**src/rtl/afc_pkg.sv**
```systemverilog
// ----------------------------------------------------------------------------
// afc_pkg: shared types and constants for the box against frustum cull test
// Plane word layout, box word and the word passed along the cell chain.
// ----------------------------------------------------------------------------
package afc_pkg;

	localparam int PLANE_COUNT = 6;
	localparam int REG_COUNT   = 6;
	localparam int IDX_W       = 3;
	localparam int DATA_W      = 64;
	localparam int COORD_W     = 16;
	localparam int COEF_W      = 16;
	localparam int FRAC_BITS   = 13;
	localparam int PROD_W      = COORD_W + COEF_W;
	localparam int SUM_W       = PROD_W + 2;
	localparam int CELL_STAGES = 2;
	localparam int LATENCY     = CELL_STAGES * PLANE_COUNT;

	typedef logic [DATA_W-1:0] plane_t;

	typedef struct packed {
		logic signed [COORD_W-1:0] min_x;
		logic signed [COORD_W-1:0] min_y;
		logic signed [COORD_W-1:0] min_z;
		logic signed [COORD_W-1:0] max_x;
		logic signed [COORD_W-1:0] max_y;
		logic signed [COORD_W-1:0] max_z;
	} box_t;

	typedef struct packed {
		logic valid;
		logic cull;
		box_t box;
	} chain_word_t;

endpackage

```
**src/rtl/afc_cell.sv**
```systemverilog
// ----------------------------------------------------------------------------
// afc_cell: one plane test in the cull chain
// Stage one forms the six coordinate products, stage two picks the best
// corner per axis, adds the offset and folds the sign into the cull flag.
// ----------------------------------------------------------------------------
module afc_cell
	import afc_pkg::*;
(
	input  logic        clk,
	input  logic        arst_n,
	input  plane_t      plane,
	input  chain_word_t word_in,
	output chain_word_t word_out
);

	logic signed [COEF_W-1:0] coef_a, coef_b, coef_c, coef_d;
	logic signed [PROD_W-1:0] px_lo_s1, px_hi_s1, py_lo_s1, py_hi_s1, pz_lo_s1, pz_hi_s1;
	logic                     valid_s1, cull_s1;
	box_t                     box_s1;
	logic signed [PROD_W-1:0] best_x, best_y, best_z;
	logic signed [SUM_W-1:0]  offset, best_sum;
	logic                     valid_s2, cull_s2;
	box_t                     box_s2;

	assign coef_a = $signed(plane[15:0]);
	assign coef_b = $signed(plane[31:16]);
	assign coef_c = $signed(plane[47:32]);
	assign coef_d = $signed(plane[63:48]);

	always_ff @(posedge clk or negedge arst_n) begin
		if (!arst_n) begin
			valid_s1 <= 1'b0;
		end else begin
			valid_s1 <= word_in.valid;
		end
	end

	always_ff @(posedge clk) begin
		cull_s1  <= word_in.cull;
		box_s1   <= word_in.box;
		px_lo_s1 <= PROD_W'(coef_a * word_in.box.min_x);
		px_hi_s1 <= PROD_W'(coef_a * word_in.box.max_x);
		py_lo_s1 <= PROD_W'(coef_b * word_in.box.min_y);
		py_hi_s1 <= PROD_W'(coef_b * word_in.box.max_y);
		pz_lo_s1 <= PROD_W'(coef_c * word_in.box.min_z);
		pz_hi_s1 <= PROD_W'(coef_c * word_in.box.max_z);
	end

	// best corner along each axis is the larger product
	assign best_x = (px_lo_s1 > px_hi_s1) ? px_lo_s1 : px_hi_s1;
	assign best_y = (py_lo_s1 > py_hi_s1) ? py_lo_s1 : py_hi_s1;
	assign best_z = (pz_lo_s1 > pz_hi_s1) ? pz_lo_s1 : pz_hi_s1;

	assign offset   = $signed({{(SUM_W-COEF_W-FRAC_BITS){coef_d[COEF_W-1]}}, coef_d,
		{FRAC_BITS{1'b0}}});
	assign best_sum = SUM_W'(best_x) + SUM_W'(best_y) + SUM_W'(best_z) + offset;

	always_ff @(posedge clk or negedge arst_n) begin
		if (!arst_n) begin
			valid_s2 <= 1'b0;
		end else begin
			valid_s2 <= valid_s1;
		end
	end

	always_ff @(posedge clk) begin
		box_s2  <= box_s1;
		cull_s2 <= cull_s1 | best_sum[SUM_W-1];
	end

	assign word_out.valid = valid_s2;
	assign word_out.cull  = cull_s2;
	assign word_out.box   = box_s2;

endmodule

```
**config.mk**
```make
export PLATFORM = sky130hd
export DESIGN_NAME = afc_cell
export DESIGN_NICKNAME = d
export VERILOG_FILES = /design/src/rtl/afc_pkg.sv /design/src/rtl/afc_cell.sv
export SDC_FILE = /design/constraint.sdc
export NUM_CORES = 2
export LEC_CHECK = 0
export ABC_AREA = 1
export ABC_CLOCK_PERIOD_IN_PS = 6200
export BUFFER_PORTS_ARGS = -buffer_cell sky130_fd_sc_hd__clkbuf_2
export CORE_ASPECT_RATIO = 2
export CORE_MARGIN = 3
export CORE_UTILIZATION = 25
export CTS_BUF_LIST = sky130_fd_sc_hd__clkbuf_4 sky130_fd_sc_hd__clkbuf_8
export CTS_CLUSTER_DIAMETER = 40
export CTS_CLUSTER_SIZE = 24
export DETAILED_ROUTE_END_ITERATION = 6
export PLACE_DENSITY = 0.49
export SLEW_MARGIN = 15
export SYNTH_ARGS = -nofsm -noshare
export SYNTH_HDL_FRONTEND = slang
export SYNTH_SLANG_ARGS = --single-unit
```
**constraint.sdc**
```tcl
create_clock -name clk -period 6.2 [get_ports clk]
set_input_delay 0.93 -clock clk [delete_from_list [all_inputs] [get_ports clk]]
set_output_delay 0.93 -clock clk [all_outputs]
set_load 0.02 [all_outputs]
```
# After elaboration in Yosys (flattened, before gate mapping)
# Cells that the tools add are included.
# totals
input_bits	164
ff_bits	388
latchBits	0
mem_bits_ro	0
output_inout_bits	98
ram_bits	0
word_cells	38
mem_count	0
# classes
n_reduce_logical	0
shift	0
n_addsub	3
n_mux	3
n_div	0
magnitude_cmp	3
n_bitwise	1
n_eq_ne	0
n_mul	6
# op_table
cell	n
$mul A16 B16 Y32	6
$gt A32 B32 Y1	3
$mux W32	3
$add A33 B32 Y34	1
$add A34 B29 Y34	1
$add A32 B32 Y33	1
$or A1 B1 Y1	1

# Depth between registers and ports, before layout
# depth
depth_word	6
mapped_depth	34
depth_no_buf	33

# Least setup slack after synthesis
# OpenSTA, ideal clock, no wires.
# synth_timing
path_type	input to register
from	input word_in[1] (netlist bit)
to	register pz_hi_s1[28]
path_stages	26
arrival_time_ps	6373
setup_ps	120
path_buffers	2
setup_slack_ps	-293
t_required_ps	6080
cell_sequence	clkbuf_1 -> clkbuf_1 -> nand2_1 -> fa_1 -> inv_1 -> fa_1 -> inv_1 -> fa_1 -> fa_1 -> inv_1 -> fa_1 -> inv_1 -> fa_1 -> inv_1 -> ha_1 -> a21oi_1 -> o21ai_0 -> a21oi_4 -> inv_2 -> a31oi_2 -> o21ai_2 -> a21oi_2 -> o21ai_1 -> nand2_1 -> nand2_1 -> xor2_1
# synth_via
elab_chain_len	1
# synth_rtl
item	line_no	source
start: declaration	afc_cell.sv:12	input chain_word_t word_in,
$mul A16 B16 Y32	afc_cell.sv:46	pz_hi_s1 <= PROD_W'(coef_c * word_in.box.max_z);
end signal: assignment	afc_cell.sv:46	
end: declaration	afc_cell.sv:17	logic signed [PROD_W-1:0] px_lo_s1, px_hi_s1, py_lo_s1, py_hi_s1, pz_lo_s1, pz_hi_s1;
# Every way passes these cells.

# Final worst setup path
# layout_timing
from	input plane[31]
to	register py_lo_s1[29]
# layout_via
elab_chain_len	1
# layout_rtl
item	line_no	source
start: declaration	afc_cell.sv:11	input plane_t plane,
$mul A16 B16 Y32	afc_cell.sv:43	py_lo_s1 <= PROD_W'(coef_b * word_in.box.min_y);
end signal: assignment	afc_cell.sv:43	
end: declaration	afc_cell.sv:17	
# Every way passes these cells.

==> out/results.ini <==
[floorplan]
core_area_um2=291000
start_util_pct=25.1
ios=262
fp.dieW_um=388
dieArea_um2=299000
num_rows=280
die_h_um=770

[final_layout]
final_nets=12100
multi_input_area_um2=53800
syn_to_final_growth_pct=21.6
post_route_cells_drive_above_1_share_pct=16.1
final_cells=13500
nFillCells=31300
layout.area.seq_um2=7780

[synthesis]
synth_most_common_cell=inv_1
synth_cell_types=57
syn-instance-count=8579
syn_area_per_cell_um2=8.51
synth-edff-count=0
synthFlopType=dfxtp_1
yosysTopAreaCellShare_pct=44.5
syn_nets=11000
async_reset_ff_share_pct=0.515
syn_area_um2=73000
yosys-top-cells-count=2693 x inv_1, 1836 x nand2_1, 1623 x fa_1, 630 x ha_1, 386 x dfxtp_1
seq_area_frac_synth_pct=10.7
ys_ff_latch=388
ys_warn_count=0
synth_area_leaders=fa_1 45%, inv_1 14%, ha_1 11%
yosys.area.top_type=fa_1

[cts]
cts_tree=built
clk_latency_ns=0.84
cts_buffer_depth=3
cts_made_buffers=81
clock-sinks=388
path_clk_slew_ns=0.10
htree_levels=3
clockRootBuffer=clkbuf_8

[worst_setup_path]
worstRegToRegCells=26
path_class=in -> reg
worstPathRequired_ns=6.91
arrival_ns=6.54
cpPeakStageDelay_ns=0.56
worstSetupEndpointType=flip-flop
worst_setup_path_start_kind=input port
cp_max_fo=6
cp_slowest_cell=fa_1
crit_family=adder cells
path_depth=25
cp_num_buf_inv=11

[timing]
tightest_slew_ns=0.848
final-setup-viol-count=0
period_share_pct=94.0
fin_crit_ns=5.83
drv_slew=0
hold_slack_ns=0.196
hold_viol=0
slew-limit-headroom_pct=43.5
finalWorstSetupSlack_ns=0.369
grt_setup_unrepaired=false
max_freq_mhz=171
skew_ns=0.0694

[grt]
gr-total-overflow=0
grt_pass1_wl_mm=360
grt_max_degree=35
antenna_found_initial=15
grtUsageTotal_pct=16.0
grt_pass1_vias=64000

[place]
dp_hpwl_mm=207
pre_cts_ws_ns=-0.430
placed_cells=13400
io_buffers=261
gp_congestion=0.874

[outcome]
status=complete, no violations

[min_path]
holdPathStages=1
hold_path_class=in -> reg

[drt]
dr.pass1.iters=5
drtIter0Drc=1834
totalWireLength_mm=233
vias=55900
vias_per_cell=4.14
drc=0
detail-route-antenna-nets=0
wl_per_cell_um=17.2

[job]
maxCapViolCount=0

[cell families (layout without fill, tap and decap cells)]
| logic type | after synthesis | after routing | synth area share, % |
|---|---|---|---|
| AOI/OAI and AO/OA | 539 | 541 | 4.37 |
| adders and majority gates | 2253 | 2253 | 55.3 |
| xor gates and xnor gates | 225 | 225 | 2.70 |
| other | 0 | 8 | 0 |
| and+or+nand+nor | 2127 | 2127 | 11.2 |
| DFF | 388 | 388 | 10.7 |
| buffers and inverters | 3047 | 4167 | 15.7 |
[state kept, by name, summed over array words and instances, names as in the netlist]
name	cells
py_lo_s1	32
cull_s1	1
cull_s2	1
valid_s2	1
pz_hi_s1	32
box_s1	96
pz_lo_s1	32
valid_s1	1
px_lo_s1	32
px_hi_s1	32
py_hi_s1	32
word_out	96
[metrics by stage]
stage,cell area [um^2],utilization [%],setup TNS (ns)
2_1_floorplan,73200,-,-0.0159
3_3_place_gp,86900,29.9,-15.94
3_5_place_dp,86900,29.9,-16.31
4_1_cts,88700,30.5,0
5_1_grt,88700,30.5,0
6_report,88800,30.5,0
[layout make-up]
type                    count  area share [%]
multi-input cells        5146            60.6
repair buffers           1324            11.8
inverters                2697            11.4
flip-flops and latches    388            8.76
well taps                3807            5.37
clock buffers              87            1.32
clock inverters            59           0.708
diodes                      8          0.0226
[cell usage in the layout (no fill, tap or decap), drive strengths merged, types with 3 or more instances in the layout]
cell	netlist	layout
a211oi	10	10
a21boi	15	15
a21o	5	5
a21oi	318	318
a221oi	3	3
a31oi	15	15
buf	21	1062
clkbuf	329	348
clkinv	2	21
clkinvlp	0	5
dfxtp	386	386
diode	0	8
fa	1623	1623
ha	630	630
inv	2695	2729
nand2	1841	1841
nand3	49	49
nand4	18	18
nor2	193	193
nor3	3	3
nor3b	3	3
nor4	12	12
o21a	13	13
o21ai	142	142
o31ai	4	6
or2	4	4
xnor2	101	101
xor2	124	124
[worst paths after layout]
kind                         startpoint            to  slack (ns)
setup / recovery              plane[31]  py_lo_s1[29]        0.37
hold / removal              word_in[63]    box_s1[63]        0.20
setup reg to reg           py_hi_s1[22]       cull_s2        0.38
hold reg to reg              box_s1[83]  word_out[83]        0.32
max in group asynchronous        arst_n      valid_s1        5.69
min in group asynchronous        arst_n      valid_s2        0.41
[what timing repair did]
action	in CTS	in global routing
resized for setup	0	1
hold endpoints to repair	2	0
buffers inserted	0	4
hold buffers	1	0
endpoints found under the setup margin	0	1
[routing by layer]
| metal | up-vias | global-route usage, % | part of all wire, % |
|---|---|---|---|
| met4 | 16 | 9.77 | 7.3 |
| li1 | 26300 | - | - |
| met5 | - | 0 | 0.043 |
| met3 | 498 | 1.80 | 3.1 |
| met1 | 28100 | 14.9 | 32 |
| met2 | 973 | 32.7 | 58 |
Power is left out: the tool's default activity adds up to more than one toggle a clock period on the data nets, which glitch-free logic cannot reach.
